$ cat src/hdl/wlhc_pkg.sv
package wlhc_pkg;

  // Default sample width
  localparam int unsigned SAMPLE_BITS_DEF = 16;

  // APB register map
  localparam int unsigned APB_ADDR_W = 4;
  localparam int unsigned APB_DATA_W = 32;
  localparam logic [1:0] REG_WIN_LO = 2'd0;
  localparam logic [1:0] REG_WIN_HI = 2'd1;
  localparam logic [1:0] REG_SAT_LO = 2'd2;
  localparam logic [1:0] REG_SAT_HI = 2'd3;

  localparam logic [15:0] WIN_LO_RST = 16'd0;
  localparam logic [15:0] WIN_HI_RST = 16'hFFFF;
  localparam logic [15:0] SAT_LO_RST = 16'd0;
  localparam logic [15:0] SAT_HI_RST = 16'd256;

  // Mask codes
  localparam logic [7:0] MASK_HSV   = 8'd0;
  localparam logic [7:0] MASK_BLUE  = 8'd1;
  localparam logic [7:0] MASK_GREEN = 8'd2;
  localparam logic [7:0] MASK_RED   = 8'd3;

  // Pipelined divider geometry: quotient always fits 8 bits
  localparam int unsigned DIV_NUM_W  = 24;
  localparam int unsigned DIV_DEN_W  = 16;
  localparam int unsigned DIV_QUO_W  = 8;
  localparam int unsigned DIV_STAGES = DIV_QUO_W;

  // Reciprocals for the constant divisions of the HSV conversion
  localparam logic [15:0] RECIP_510      = 16'd32896;  // floor(2^24 / 510)
  localparam int unsigned RECIP_510_SH   = 24;
  localparam logic [15:0] RECIP_30600    = 16'd35089;  // floor(2^30 / 30600)
  localparam int unsigned RECIP_30600_SH = 30;

  typedef struct packed {
    logic [7:0]         mask;
    logic [2:0]         sec;
    logic [5:0]         frac;
    logic signed [15:0] sat;
  } side_t;

  typedef struct packed {
    logic       lvl_use;
    logic [7:0] lvl;
    logic       sat_use;
    logic [7:0] satv;
  } fix_t;

endpackage

$ cat src/hdl/wlhc_div.sv
module wlhc_div import wlhc_pkg::*; (
  input  logic                 clk_i,
  input  logic                 en_i,
  input  logic [DIV_NUM_W-1:0] num_i,
  input  logic [DIV_DEN_W-1:0] den_i,
  output logic [DIV_QUO_W-1:0] quo_o
);

  // restoring division, one quotient bit per stage; needs num < den * 2^DIV_QUO_W
  localparam int unsigned SH_W = DIV_NUM_W + DIV_QUO_W;

  logic [DIV_NUM_W-1:0] rem_q [DIV_STAGES];
  logic [DIV_DEN_W-1:0] den_q [DIV_STAGES];
  logic [DIV_QUO_W-1:0] quo_q [DIV_STAGES];

  for (genvar k = 0; k < DIV_STAGES; k++) begin : g_stage
    localparam int unsigned SH = DIV_STAGES - 1 - k;
    logic [DIV_NUM_W-1:0] rem_in;
    logic [DIV_DEN_W-1:0] den_in;
    logic [DIV_QUO_W-1:0] quo_in;
    logic [SH_W-1:0]      dsh;
    logic                 ge;

    if (k == 0) begin : g_first
      assign rem_in = num_i;
      assign den_in = den_i;
      assign quo_in = '0;
    end else begin : g_next
      assign rem_in = rem_q[k-1];
      assign den_in = den_q[k-1];
      assign quo_in = quo_q[k-1];
    end

    assign dsh = SH_W'(den_in) << SH;
    assign ge  = (SH_W'(rem_in) >= dsh);

    always_ff @(posedge clk_i) begin
      if (en_i) begin
        rem_q[k] <= ge ? (rem_in - dsh[DIV_NUM_W-1:0]) : rem_in;
        den_q[k] <= den_in;
        quo_q[k] <= {quo_in[DIV_QUO_W-2:0], ge};
      end
    end
  end

  assign quo_o = quo_q[DIV_STAGES-1];

endmodule

$ cat config.mk
export PLATFORM = sky130hd
export DESIGN_NAME = wlhc_div
export DESIGN_NICKNAME = d
export VERILOG_FILES = /design/src/hdl/wlhc_pkg.sv /design/src/hdl/wlhc_div.sv
export SDC_FILE = /design/constraint.sdc
export NUM_CORES = 1
export LEC_CHECK = 0
export BUFFER_PORTS_ARGS = -buffer_cell sky130_fd_sc_hd__buf_2
export CORE_MARGIN = 2
export CORE_UTILIZATION = 68
export DETAILED_ROUTE_END_ITERATION = 7
export GPL_TIMING_DRIVEN = 0
export PLACE_DENSITY = 0.93
export SETUP_SLACK_MARGIN = 0.5
export SYNTH_ARGS = -nofsm -noshare
export SYNTH_HDL_FRONTEND = slang
export SYNTH_SLANG_ARGS = --single-unit
$ cat constraint.sdc
create_clock -name clk_i -period 8.3 [get_ports clk_i]
set_input_delay 0 -clock clk_i [delete_from_list [all_inputs] [get_ports clk_i]]
set_output_delay 0 -clock clk_i [all_outputs]
set_load 0.02 [all_outputs]
# Yosys cells after proc, flatten, opt, wreduce, memory -nomap -nowiden
# Memories as Yosys holds them, arrays and structs flattened.
# Cells that the tools add are included.
totals:
  reg_bits: 0
  ram_bits: 384
  n_memories: 3
op_classes:
  n_addsub: 8
  magnitude_cmp: 8
  n_mux: 10
memory_table:
  columns: ["name", "words", "width", "rd", "rd_clocked_by_memory_dff", "wr", "line", "text"]
  rows:
  - ["rem_q", 8, 24, 7, 0, 8, "wlhc_div.sv:12", "logic [DIV_NUM_W-1:0] rem_q [DIV_STAGES];"]
  - ["den_q", 8, 16, 7, 0, 8, "wlhc_div.sv:13", "logic [DIV_DEN_W-1:0] den_q [DIV_STAGES];"]
  - ["quo_q", 8, 8, 8, 0, 8, "wlhc_div.sv:14", "logic [DIV_QUO_W-1:0] quo_q [DIV_STAGES];"]
ops:
  columns: ["cell", "n"]
  rows:
  - ["two-way mux 24 bit", 8]
  - [">= comparator 24 x 16 -> 1 bit", 1]
  - [">= comparator 24 x 17 -> 1 bit", 1]
  - [">= comparator 24 x 18 -> 1 bit", 1]
  - [">= comparator 24 x 19 -> 1 bit", 1]
  - [">= comparator 24 x 20 -> 1 bit", 1]
  - [">= comparator 24 x 21 -> 1 bit", 1]
  - [">= comparator 24 x 22 -> 1 bit", 1]
  - [">= comparator 24 x 23 -> 1 bit", 1]
  - ["subtractor 24 x 16 -> 24 bit", 1]
  - ["subtractor 24 x 17 -> 24 bit", 1]
  - ["subtractor 24 x 18 -> 24 bit", 1]
  - ["subtractor 24 x 19 -> 24 bit", 1]
  - ["subtractor 24 x 20 -> 24 bit", 1]
  - ["subtractor 24 x 21 -> 24 bit", 1]
  - ["subtractor 24 x 22 -> 24 bit", 1]
  - ["subtractor 24 x 23 -> 24 bit", 1]
  - ["two-way mux 1 bit", 2]

# Depth between registers and ports, before layout
# An unclocked memory read counts as a cell.
depth:
  word_depth: 3
  mapped_depth: 14
  ltp_nobuf: 13

# Worst setup path before layout
# Ideal clock, no wire load.
synth_timing:
  path_kind: "reg-to-reg"
  start: "mem rem_q[0][6]"
  end: "mem rem_q[1][22], in the netlist rem_q[0][46] (data pin)"
  setup_ns: 0.262
  arrival_ns: 2.693
  setup_slack_ns: 5.345
  stages_incl_launch_ff: 12
  n_path_buf: 0
  cell_sequence: "edfxtp_1 -> inv_1 -> ha_1 -> inv_1 -> fa_1 -> a31o_1 -> a311o_1 -> a21o_1 -> a21o_1 -> a2111oi_2 -> o21bai_1 -> mux2_1"
synth_rtl:
  columns: ["item", "line"]
  rows:
  - ["start: declaration", "wlhc_div.sv:12"]

==> flow_summary.ini <==
[clock_tree]
clk_transition_reported_paths_ns = 0.06
cts_buffers = 35
cts_max_level = 2
cts_buffer_depth = 3
clk_latency_ns = 0.53
root_buffer = clkbuf_16
tritoncts = done
cts.sinks = 316

[final_layout]
diodes = 0
area_delta_synth_final_pct = 13.3
fin_area_sq_um = 20000
fillerInstances = 1418
drive_above_1_share = 0.0740
layout.nets = 1854

[routing]
vias_per_cell = 6.17
via_count = 12600
wirelength_mm = 36.8
drt_iter0_drc = 1215
ant_nets = 0
wl_per_cell_microns = 18.1
drtPass1Iterations = 6
drcViolationCount = 0

[critical_path]
path_cells = ha_1 > nand2_1 > a211oi_1 > o211a_1 > o211ai_1 > o21bai_1 > clkbuf_1 > mux2_1
r2r_setup_slack_ns = 4.58
cp-start-kind = register
cp_top_family = compound AO/OA/AOI/OAI gates
criticalPathCategory = register to register
critPathBufInv = 1
max_stage_delay_ns = 0.68
crit_fanout = 10
cp-end-kind = register
cpMaxStageDelayCell = o21bai_1
critPathArrivalTime_ns = 3.98
cp.required_ns = 8.56

[sta]
finalCritPeriodShare = 0.449
tightest_slew_ns = 0.844
max_slew_margin = 0.432
setup_viol = 0
fmax_mhz = 269
setup_tns_ns = 0
hold_viol_final = 0
min_period_ns = 3.72
skew_ns = 0.0239
maxSlewViolCount = 0
timing.hold.ws_ns = 0.212
rsz0062_at_grt = no

[global_routing]
antenna_found_initial = 0
grt_pass1_wl_mm = 59.4
grt_max_degree = 142
first_global_vias = 12800
grt_overflow = 0
groute.usage.overall = 0.276

[pwr]
switching_share = 0.327
pwr-share-clk = 0.259
p_int_w = 0.00424
p_switching_w = 0.00206
ir_worst_vdd_v = 0.000234
p_per_area_nw_per_um2 = 315
pwr-share-comb = 0.353
total_leakage_power_nw = 8.06
power_frac_seq = 0.388

[die]
rows = 58
die_h_microns = 165
die_x_microns = 165
num_io_pins = 50
start_util = 0.697
dieArea_sq_um = 27300
coreArea_sq_um = 25300

[synthesis]
synth-seq-area-share = 0.538
synth_cells = 1548
ys_async_sr_fraction = 0
syn_nets = 1725
ys_warn_count = 0
synth_edf_count = 316
syn_area_sq_um = 17700
ys.flop_type = edfxtp_1
syn_avg_cell_area_sq_um = 11.4
synth.distinct_cells = 69
ys_ff_latch = 316

[placed_design]
port_buffers = 49
hpwl_mm = 25.6
dpl_cell_area_sq_um = 18400
gp_congestion = 0.971

[job]
maxCapViolations = 0

[run_status]
status = finished, final reports clean

[min_path]
min_path_type = input port to register
## cells by family after synthesis
group           synth area share
mux                       0.0301
buf+inv                   0.0435
flops                      0.538
xor+xnor                  0.0506
fa+ha+maj                 0.0987
simple gates               0.100
compound gates             0.139
## area by class of cell
| cell class | count | area, sq um | area share |
|---|---|---|---|
| buffer | 37 | 151 | 0.00757 |
| timing repair buffer | 92 | 721 | 0.0360 |
| inverter | 164 | 616 | 0.0308 |
| sequential | 316 | 9490 | 0.475 |
| multi-input combinational | 1031 | 7390 | 0.370 |
| tap | 330 | 413 | 0.0206 |
| clock inverter | 24 | 322 | 0.0161 |
| clock buffer | 39 | 891 | 0.0446 |
## repair_timing
action                    in CTS  in global routing
hold buffers                  41                  0
resized for setup              0                  0
hold endpoints to repair      79                  0
buffers inserted               0                  0
## worst paths after layout
path / startpoint / endpoint / depth (start not counted)
max reg2reg: rem_q[2][28] / rem_q[3][13] / 8
min reg2reg: quo_q[0][26] / quo_q[1][3] / 0
max: rem_q[2][28] / rem_q[3][13] / 8
min: den_i[15] / den_q[0][15] / 2
## metrics by stage
step                total power (W)  setup WS (ns)  utilization  instances
detailed placement          0.00460           4.74        0.725       1929
finish                      0.00630           4.58        0.790       2033
global placement            0.00450           3.25        0.723       1927
CTS                         0.00627           4.71        0.790       2033
floorplan                   0.00408           5.35            -       1548
global route                0.00665           4.51        0.790       2033
## power by group through the flow
stage,Clock [W],Sequential (W),Combinational [W]
2_1_floorplan,0,0.00240,0.00169
3_3_place_gp,0,0.00246,0.00204
3_5_place_dp,0,0.00246,0.00214
4_1_cts,0.00165,0.00243,0.00219
5_1_grt,0.00172,0.00247,0.00246
6_report,0.00163,0.00244,0.00223
## state kept, by name, indices dropped and copies added (netlist names)
register / cells
den_q: 112
quo_q: 36
rem_q: 168
## layer usage
| metal | global-route usage | part of all wire |
|---|---|---|
| met3 | 0.0365 | 0.048 |
| met2 | 0.535 | 0.54 |
| met4 | 0.157 | 0.058 |
| met5 | 0 | 0 |
| met1 | 0.283 | 0.36 |
## placed cells by master, fill, tap and decap left out, types with 7 or more instances in the layout
cell / netlist / routed
clkbuf_1: 32 / 36
inv_1: 161 / 161
mux2i_1: 7 / 7
o21a_1: 21 / 21
nor4_1: 11 / 11
nor3_1: 33 / 33
and3_1: 11 / 11
o31ai_1: 9 / 9
o211ai_1: 13 / 13
ha_1: 128 / 128
a211oi_1: 8 / 8
nor2_1: 95 / 95
buf_2: 4 / 52
nand2_1: 84 / 84
a21oi_1: 123 / 123
xor2_1: 36 / 36
xnor2_1: 66 / 66
mux2_1: 35 / 35
clkbuf_16: 0 / 35
nand3_1: 35 / 35
a21o_1: 42 / 42
edfxtp_1: 316 / 316
bufinv_16: 0 / 8
fa_1: 7 / 7
nand2b_1: 18 / 18
nor2b_1: 18 / 18
a2111oi_0: 7 / 7
nand4_1: 15 / 15
clkinv_1: 0 / 8
dlygate4sd3_1: 0 / 41
o21ai_0: 57 / 57
o21ai_1: 37 / 37
o21bai_1: 12 / 12
a31oi_1: 11 / 11
## synthesized netlist by cell type, types with 5 or more instances
| cell type | instances | area, sq um |
|---|---|---|
| o21bai_1 | 12 | 90.1 |
| o21ai_1 | 37 | 185 |
| xor2_1 | 36 | 315 |
| a2111oi_0 | 7 | 61.3 |
| fa_1 | 7 | 140 |
| mux2i_1 | 7 | 70.1 |
| edfxtp_1 | 316 | 9490 |
| a211oi_1 | 8 | 60.1 |
| nor3_1 | 33 | 165 |
| nor2_1 | 95 | 357 |
| a21o_1 | 42 | 315 |
| nand3_1 | 35 | 175 |
| and3_1 | 11 | 68.8 |
| nor3b_1 | 6 | 45.0 |
| o211ai_1 | 13 | 97.6 |
| mux2_1 | 35 | 394 |
| o21a_1 | 21 | 158 |
| clkbuf_1 | 32 | 120 |
| nand2_1 | 84 | 315 |
| inv_1 | 161 | 604 |
| nor4b_1 | 6 | 52.6 |
| nand2b_1 | 18 | 113 |
| nor4_1 | 11 | 68.8 |
| and2_1 | 6 | 37.5 |
| a21oi_1 | 123 | 616 |
| ha_1 | 128 | 1600 |
| o21ai_0 | 57 | 285 |
| xnor2_1 | 66 | 578 |
| nor2b_1 | 18 | 113 |
| o31ai_1 | 9 | 67.6 |
| nand4_1 | 15 | 93.8 |
| a31oi_1 | 11 | 68.8 |
| mux2_2 | 6 | 67.6 |
| a221oi_1 | 5 | 43.8 |
## worst reg2reg max path, cell delays in order, from the launching register on
cell      delay (ns)
edfxtp_1        0.42
ha_1            0.42
nand2_1         0.15
a211oi_1        0.41
o211a_1         0.28
o211ai_1        0.13
o21bai_1        0.68
clkbuf_1        0.57
mux2_1          0.38
Power figures use the tool's default switching activity.
