$ cat config.mk
export PLATFORM = sky130hd
export DESIGN_NAME = wlhc_isqrt
export DESIGN_NICKNAME = d
export VERILOG_FILES = /design/src/hdl/wlhc_pkg.sv /design/src/hdl/wlhc_isqrt.sv
export SDC_FILE = /design/constraint.sdc
export NUM_CORES = 1
export LEC_CHECK = 0
export ABC_AREA = 1
export BUFFER_PORTS_ARGS = -buffer_cell sky130_fd_sc_hd__buf_4
export CORE_MARGIN = 2
export CORE_UTILIZATION = 54
export DETAILED_ROUTE_END_ITERATION = 8
export GPL_TIMING_DRIVEN = 1
export PLACE_DENSITY = 0.73
export SYNTH_ARGS = -nofsm -noshare
export SYNTH_HDL_FRONTEND = slang
export SYNTH_SLANG_ARGS = --single-unit
export TNS_END_PERCENT = 1
$ cat constraint.sdc
create_clock -name clk_i -period 1.8 [get_ports clk_i]
set_input_delay 0.09 -clock clk_i [delete_from_list [all_inputs] [get_ports clk_i]]
set_output_delay 0.09 -clock clk_i [all_outputs]
set_load 0.005 [all_outputs]
$ cat src/hdl/wlhc_pkg.sv
package wlhc_pkg;

  // Default sample width
  localparam int unsigned SAMPLE_BITS_DEF = 16;

  // APB register map
  localparam int unsigned APB_ADDR_W = 4;
  localparam int unsigned APB_DATA_W = 32;
  localparam logic [1:0] REG_WIN_LO = 2'd0;
  localparam logic [1:0] REG_WIN_HI = 2'd1;
  localparam logic [1:0] REG_SAT_LO = 2'd2;
  localparam logic [1:0] REG_SAT_HI = 2'd3;

  localparam logic [15:0] WIN_LO_RST = 16'd0;
  localparam logic [15:0] WIN_HI_RST = 16'hFFFF;
  localparam logic [15:0] SAT_LO_RST = 16'd0;
  localparam logic [15:0] SAT_HI_RST = 16'd256;

  // Mask codes
  localparam logic [7:0] MASK_HSV   = 8'd0;
  localparam logic [7:0] MASK_BLUE  = 8'd1;
  localparam logic [7:0] MASK_GREEN = 8'd2;
  localparam logic [7:0] MASK_RED   = 8'd3;

  // Pipelined divider geometry: quotient always fits 8 bits
  localparam int unsigned DIV_NUM_W  = 24;
  localparam int unsigned DIV_DEN_W  = 16;
  localparam int unsigned DIV_QUO_W  = 8;
  localparam int unsigned DIV_STAGES = DIV_QUO_W;

  // Reciprocals for the constant divisions of the HSV conversion
  localparam logic [15:0] RECIP_510      = 16'd32896;  // floor(2^24 / 510)
  localparam int unsigned RECIP_510_SH   = 24;
  localparam logic [15:0] RECIP_30600    = 16'd35089;  // floor(2^30 / 30600)
  localparam int unsigned RECIP_30600_SH = 30;

  typedef struct packed {
    logic [7:0]         mask;
    logic [2:0]         sec;
    logic [5:0]         frac;
    logic signed [15:0] sat;
  } side_t;

  typedef struct packed {
    logic       lvl_use;
    logic [7:0] lvl;
    logic       sat_use;
    logic [7:0] satv;
  } fix_t;

endpackage

$ cat src/hdl/wlhc_isqrt.sv
module wlhc_isqrt import wlhc_pkg::*; #(
  parameter int unsigned N = SAMPLE_BITS_DEF
) (
  input  logic           clk_i,
  input  logic           en_i,
  input  logic [2*N-1:0] rad_i,
  output logic [N-1:0]   root_o
);

  // one root bit per stage, digit-by-digit method
  logic [2*N-1:0] rad_q  [N];
  logic [N+1:0]   rem_q  [N];
  logic [N-1:0]   root_q [N];

  for (genvar k = 0; k < N; k++) begin : g_stage
    logic [2*N-1:0] rad_in;
    logic [N+1:0]   rem_in;
    logic [N-1:0]   root_in;
    logic [N+3:0]   rem_sh;
    logic [N+3:0]   trial;
    logic           ge;

    if (k == 0) begin : g_first
      assign rad_in  = rad_i;
      assign rem_in  = '0;
      assign root_in = '0;
    end else begin : g_next
      assign rad_in  = rad_q[k-1];
      assign rem_in  = rem_q[k-1];
      assign root_in = root_q[k-1];
    end

    assign rem_sh = {rem_in, rad_in[2*N-1 -: 2]};
    assign trial  = {2'b00, root_in, 2'b01};
    assign ge     = (rem_sh >= trial);

    always_ff @(posedge clk_i) begin
      if (en_i) begin
        rad_q[k]  <= {rad_in[2*N-3:0], 2'b00};
        rem_q[k]  <= ge ? (N+2)'(rem_sh - trial) : rem_sh[N+1:0];
        root_q[k] <= {root_in[N-2:0], ge};
      end
    end
  end

  assign root_o = root_q[N-1];

endmodule

== Word level (Yosys, flattened, before mapping) ==
Memories as Yosys holds them, arrays and structs flattened.
Index checks and enable logic that the tools add are counted.

* Register bits after elaboration: 0
* RAM bits: 1024
* Input port bits: 34
* Output and inout bits: 16
* Logic and storage cells: 53
* Memories kept: 3

{| class="wikitable"
|+ Memory list
! memory !! words !! width !! read ports !! clocked after Yosys merged registers in !! write ports !! line !! text
|-
| rad_q || 16 || 30 || 15 || 0 || 16 || wlhc_isqrt.sv:11 || <nowiki>logic [2*N-1:0] rad_q [N];</nowiki>
|-
| rem_q || 16 || 18 || 15 || 0 || 16 || wlhc_isqrt.sv:12 || <nowiki>logic [N+1:0] rem_q [N];</nowiki>
|-
| root_q || 16 || 16 || 16 || 0 || 16 || wlhc_isqrt.sv:13 || <nowiki>logic [N-1:0] root_q [N];</nowiki>
|}

* $add $sub $neg: 16
* $lt $le $gt $ge: 16
* Muxes and demuxes: 18

{| class="wikitable"
|+ Operator list
! cell !! count
|-
| 20-bit by 18-bit >= comparator with 1-bit output || 15
|-
| 18-bit 2-to-1 mux || 16
|-
| 18-bit subtractor || 15
|-
| 2-bit by 1-bit subtractor with 3-bit output, second input constant || 1
|-
| 2-bit by 1-bit >= comparator with 1-bit output, second input constant || 1
|-
| 1-bit 2-to-1 mux || 2
|}

== Depth between registers and ports, before layout ==
Gate-level depths: netlist (run 1).
An unclocked memory read counts as a cell.

* Word-level depth: 3
* Gate-level depth with buffers: 14
* Depth with buffers taken out: 13

== Least setup slack after synthesis (run 1) ==
Ideal clock, no wire load.

* Path type: reg2reg
* From: memory rem_q[0][0] (netlist bit)
* To: memory rem_q[0][18] (netlist bit) (data pin)
* Library setup time: 270 ps
* Data arrival time: 1659 ps
* Required time: 1530 ps
* Setup slack: -129 ps
* Cell stages (with the launch flop): 9
* Buffers on the path: 1
* Clock period less this slack: 1929 ps
* Cells stage by stage: edfxtp_1 -> ha_1 -> inv_1 -> o21ai_0 -> inv_1 -> ha_1 -> and2_1 -> clkbuf_1 -> xor2_1

{| class="wikitable"
|+ RTL lines
! what !! line
|-
| from (decl) || wlhc_isqrt.sv:12
|}

==> flow_metrics.py, run 1 <==
metrics = {
    "floorplan": {
        "initial_core_util": 0.548,
        "fp.dieH_um": 249,
        "dieArea_um2": 62000,
        "coreArea_um2": 59100,
        "rows": 89,
        "io_pins": 50,
        "die_w_um": 249,
    },
    "route": {
        "postRouteAntennaNets": 0,
        "wl_per_cell_um": 16.7,
        "vias": 25500,
        "drc": 0,
        "viasPerCell": 5.15,
        "wl_mm": 82.5,
        "drt_iter0_drc": 1645,
        "dr.pass1.iters": 6,
    },
    "layout": {
        "final_cells": 4954,
        "fin_nets": 4317,
        "drive_gt1_frac": 0.356,
        "final_common_cell": "nand2_1",
        "layout_common_cells": "772 x nand2_1, 725 x buf_4, 626 x edfxtp_1",
        "multi_input_area_um2": 14000,
        "diodes": 0,
        "seq_area_um2": 18800,
        "syn_to_final_growth_pct": 37.2,
        "nFillCells": 3969,
    },
    "timing": {
        "timing.final.ws_setup_ns": -0.231,
        "drv_slew": 0,
        "setup_viol": 230,
        "finalHoldViolations": 0,
        "fin_crit_ns": 2.03,
        "grt_setup_unrepaired": "yes",
        "timing.final.crit_share": 1.13,
        "fmax_mhz": 492,
        "clock-skew-final_ns": 0.0302,
    },
    "run_status": {
        "status": "finished, violations left",
        "violations": "negative setup slack",
    },
    "pwr": {
        "p_sw_mw": 12.4,
        "p_leak_nw": 19.2,
        "powerDensity_nw_per_um2": 976,
        "swShare": 0.286,
        "combPwrFrac": 0.249,
        "ir_drop_v": 0.00104,
        "power_frac_clock": 0.316,
        "pwr-share-seq": 0.434,
        "p_int_mw": 31.0,
    },
    "cts": {
        "cts_inserted_buffers": 66,
        "clock_sinks": 626,
        "cts_buffer_depth": 3,
        "cts_tree": "yes",
        "clk_pin_slew_ns": 0.06,
        "clockRootBuffer": "clkbuf_16",
        "ctsHtreeMaxLevel": 3,
        "clock_latency_ns": 0.62,
    },
    "setup_path": {
        "required_ns": 2.16,
        "startpoint": "root_q[1][75]",
        "critPathKind": "register to register",
        "reg2reg_depth": 10,
        "reg2reg_to": "rem_q[1][105]",
        "cp-start-kind": "register",
        "worst_setup_path_end_kind": "register",
        "cp_max_fo": 4,
        "crit_arrival_ns": 2.39,
        "crit-reg2reg-launch": "root_q[1][75]",
        "r2r_slack_ns": -0.23,
    },
    "logic_synthesis": {
        "syn-cell-area_um2": 32400,
        "ys_seq_area_frac": 0.580,
        "synthesis.nets": 3465,
        "yosys_warnings": 0,
        "synthCells": 3278,
        "syn_avg_cell_area_um2": 9.88,
        "synth_top_flop_cell": "edfxtp_1",
        "synth_top_area_share": 0.580,
        "ys_ff_latch": 626,
        "synthDistinctLibCells": 51,
        "netlist_top_cells_area": "edfxtp_1 58%, nand2_1 10%, ha_1 5.9%",
        "synth_enable_flop_cells": 626,
        "async_flop_share": 0,
        "synth_area_leader_cell": "edfxtp_1",
    },
    "grt": {
        "grt_pass1_vias": 25900,
        "grt-ovfl-total": 0,
        "antenna_found_initial": 0,
        "grt_max_degree": 80,
        "grt_pass1_wl_mm": 132,
        "grt_usage": 0.266,
    },
    "min_path": {
        "hold_end": "rad_q[0][9]",
        "hp-start": "rad_i[9]",
        "hold_depth": 2,
        "hp-class": "input pin to register",
    },
    "placement": {
        "detailed_place_hpwl_mm": 60.7,
        "pre_cts_ws_ns": -0.425,
        "dp_cells": 4742,
        "gp_congestion": 0.917,
        "port_buffers": 49,
    },
    "run": {
        "maxCapViolations": 0,
    },
}
==> power groups by stage <==
stage	clock network [mW]	registers [mW]	logic, mW
3_3_place_gp	0	19.0	9.18
3_5_place_dp	0	19.1	9.38
6_report	13.7	18.8	10.8
2_1_floorplan	0	18.7	5.18
5_1_grt	14.6	19.0	11.9
4_1_cts	14.0	18.8	10.2
==> critical path: stages, from the launching register on <==
cell	delay (ns)
edfxtp_1	0.39
inv_1	0.11
ha_4	0.23
a21oi_2	0.20
o21ai_2	0.11
a21oi_4	0.19
nand2_4	0.08
nor2_4	0.15
buf_6	0.16
buf_16	0.12
a21oi_2	0.04
==> flip-flops by register name (all words and copies together), names as in the netlist <==
signal,flops
rad_q,240
rem_q,250
root_q,136
==> Yosys cell counts (37+ instances only) <==
master,n
a21oi_1,129
a21oi_2,37
edfxtp_1,626
ha_1,153
inv_1,472
nand2_1,886
nand3_1,193
nand4_1,56
nor2_1,270
o21ai_0,87
xnor2_1,44
xor2_1,53
==> final cells by class <==
class,instances,area share
Tap cell,773,0.0218
Inverter,488,0.0420
Clock buffer,77,0.0381
Timing Repair Buffer,808,0.148
Multi-Input combinational cell,2139,0.316
Sequential cell,626,0.423
Timing Repair inverter,1,0.000366
Clock inverter,42,0.0112
==> cells by family after synthesis <==
group | Yosys count | share of synthesized area
simple gates | 1560 | 0.209
flops | 626 | 0.580
buf+inv | 513 | 0.0642
compound gates | 328 | 0.0612
fa+ha+maj | 153 | 0.0591
xor+xnor | 97 | 0.0262
other cells | 1 | 0.000116
==> stage by stage <==
step	setup TNS, ns	util	instance area [um2]	hold slack, ns	power, mW
6_report	-25.42	0.752	44400	0.201	43.4
5_1_grt	-49.23	0.752	44400	0.179	45.5
4_1_cts	-26.35	0.735	43500	0.160	43.0
3_5_place_dp	-57.82	0.667	39400	0.269	28.5
3_3_place_gp	-47.29	0.667	39400	0.268	28.2
2_1_floorplan	-4.19	-	33100	0.189	23.9
==> routing by layer <==
layer	vias to the layer above	routed length (um)	track usage
li1	12700	-	-
met1	12000	34600	0.336
met2	621	41800	0.474
met3	168	3290	0.0281
met4	0	2820	0.0975
met5	-	0	0
==> what timing repair did <==
item,CTS,global route
hold buffers,34,0
gates cloned,4,0
setup endpoints to repair,259,262
endpoints found under the hold margin,49,0
pin swaps,86,60
buffers inserted,35,20
resized for setup,285,231
==> how the worst max path moves through the flow <==
stage | to | depth (start not counted) | slack [ns]
after floorplan | rem_q[0][63] | 9 | -0.05
after global placement | rem_q[1][65] | 8 | -0.40
after detailed placement | rem_q[1][66] | 10 | -0.42
after CTS | rem_q[1][92] | 12 | -0.25
after global routing | rem_q[0][49] | 12 | -0.32
final | rem_q[1][105] | 10 | -0.23
Power figures use the tool's default switching activity.
==> inputs of run 2 (changes only) <==
- BUFFER_PORTS_ARGS: -buffer_cell sky130_fd_sc_hd__buf_4 -> default
- DONT_BUFFER_PORTS: default -> 1
- PLACE_DENSITY: 0.73 -> 0.72
==> run 2 against run 1 <==
The flow finishes with violations (negative hold slack, max-slew violations, negative setup slack). Sequential power is essentially flat. Worst setup slack lost 0.047 ns. Total power shrank 1.9%. Global-route usage shrank 0.86 points. Critical endpoint is now rem_q[1][92]. Highest routed layer unchanged.
==> flow_metrics.py, run 2 (synthesis results as in run 1) <==
metrics = {
    "run_status": {
        "status": "finished, violations left",
        "violations": "negative hold slack, max-slew violations, negative setup slack",
    },
    "cts": {
        "cts_buffer_depth": 3,
        "cts-hold-fix-buffers": 33,
        "clock_latency_ns": 0.61,
        "clk_pin_slew_ns": 0.06,
        "clock_sinks": 626,
        "cts_tree": "yes",
        "cts_inserted_buffers": 69,
        "ctsHtreeMaxLevel": 3,
        "clockRootBuffer": "clkbuf_16",
    },
    "setup_path": {
        "required_ns": 2.15,
        "worst_setup_path_end_kind": "register",
        "cp_max_fo": 5,
        "crit-reg2reg-launch": "root_q[1][68]",
        "reg2reg_to": "rem_q[1][92]",
        "critPathKind": "register to register",
        "reg2reg_depth": 12,
        "cp-endpoint": "rem_q[1][92]",
        "startpoint": "root_q[1][68]",
        "cp-start-kind": "register",
        "crit_arrival_ns": 2.43,
        "r2r_slack_ns": -0.28,
    },
    "floorplan": {
        "initial_core_util": 0.548,
        "coreArea_um2": 59100,
        "io_pins": 50,
        "fp.dieH_um": 249,
        "rows": 89,
        "dieArea_um2": 62000,
        "die_w_um": 249,
    },
    "grt": {
        "grt_usage": 0.258,
        "grt_pass1_wl_mm": 127,
        "grt-ovfl-total": 0,
        "antenna_found_initial": 0,
        "grt_pass1_vias": 25300,
        "grt_max_degree": 627,
    },
    "timing": {
        "drv_slew": 238,
        "timing.final.ws_setup_ns": -0.278,
        "fmax_mhz": 481,
        "fin_hold_ws_ns": -0.389,
        "fin_tns_setup_ns": -28.03,
        "setup_viol": 236,
        "fin_crit_ns": 2.08,
        "worst_pin_slew_ns": 1.63,
        "grt_setup_unrepaired": "yes",
        "slew-limit-headroom": -0.0869,
        "clock-skew-final_ns": 0.0323,
        "timing.final.crit_share": 1.15,
        "finalHoldViolations": 66,
    },
    "pwr": {
        "power_mw": 42.6,
        "p_leak_nw": 18.7,
        "ir_drop_v": 0.00114,
        "powerDensity_nw_per_um2": 980,
    },
    "placement": {
        "gp_congestion": 0.904,
        "pre_cts_ws_ns": -0.422,
        "port_buffers": 0,
        "place_area_um2": 38600,
        "dp_cells": 4651,
        "detailed_place_hpwl_mm": 57.2,
    },
    "layout": {
        "largest-register": "rem_q",
        "multi_input_area_um2": 14000,
        "nFillCells": 4044,
        "seq_area_um2": 18800,
        "final_common_cell": "nand2_1",
        "diodes": 0,
        "final_cells": 4858,
        "syn_to_final_growth_pct": 34.0,
        "largest_reg_flops": 250,
        "final_util": 0.734,
        "fin_nets": 4218,
        "layout_common_cells": "782 x nand2_1, 646 x buf_4, 626 x edfxtp_1",
        "stdcell_area_um2": 43400,
        "drive_gt1_frac": 0.342,
        "top_regs": "rem_q: 250 flops, rad_q: 240 flops, root_q: 136 flops",
    },
    "route": {
        "vias": 25300,
        "dr.pass1.iters": 6,
        "wl_mm": 80.9,
        "viasPerCell": 5.21,
        "drt_iter0_drc": 1731,
        "postRouteAntennaNets": 0,
        "wl_per_cell_um": 16.7,
        "drc": 0,
    },
    "min_path": {
        "hp-start": "en_i",
        "hp-class": "input pin to register",
    },
    "run": {
        "maxCapViolations": 0,
    },
}
-- run 2: changes by cell type in the layout (fill, tap and decap cells not counted), sizes merged --
cell	previous run	this run
buf	774	671
clkbuf	77	86
bufinv	8	4
clkinv	27	31
inv	494	491
clkinvlp	2	4
dlygate4sd3	34	33
-- run 2: what timing repair did --
action	4_1_cts	5_1_grt
endpoints found under the hold margin	659	620
endpoints found under the setup margin	260	260
pin swaps	58	65
gates resized for setup	256	243
buffers inserted	22	23
gates cloned	1	3
-- run 2: per-layer routing --
layer | vias up | track usage | part of all wire
met3 | 189 | 0.0375 | 0.045
met4 | 0 | 0.108 | 0.042
met5 | - | 0 | 0
li1 | 12500 | - | -
met1 | 11900 | 0.318 | 0.41
met2 | 695 | 0.453 | 0.50
-- run 2: worst min path at each step --
| stage | slack [ns] | cells past startpoint | endpoint |
|---|---|---|---|
| after floorplan | 0.19 | 0 | rad_q[0][0] |
| after global placement | 0.19 | 0 | rad_q[0][26] |
| after detailed placement | 0.19 | 0 | rad_q[0][0] |
| after CTS | -0.40 | 0 | rad_q[0][3] |
| after global routing | -0.44 | 0 | rad_q[0][3] |
| final | -0.39 | 0 | rad_q[0][3] |
-- run 2: layout make-up --
class                           count  area share
Sequential cell                   626       0.433
Timing Repair Buffer              707       0.130
Tap cell                          773      0.0223
Inverter                          488      0.0428
Clock buffer                       83      0.0410
Clock inverter                     42     0.00885
Multi-Input combinational cell   2139       0.322
-- run 2: where the power goes --
group / switching (mW) / leakage [nW] / internal, mW
clock network: 5.78 / 1.05 / 7.71
registers: 1.02 / 6.00 / 17.9
logic: 5.26 / 11.6 / 4.90
total: 12.1 / 18.7 / 30.5
-- run 2: worst max-delay path, cell delays in order, from the launching register on --
cell	delay, ns
edfxtp_1	0.42
inv_2	0.10
ha_4	0.21
nand2_4	0.08
nor2_2	0.05
buf_4	0.13
nand2_2	0.06
nand2_2	0.08
nand2_4	0.11
nand2_4	0.06
nor2_4	0.26
clkbuf_16	0.22
o21ai_2	0.06
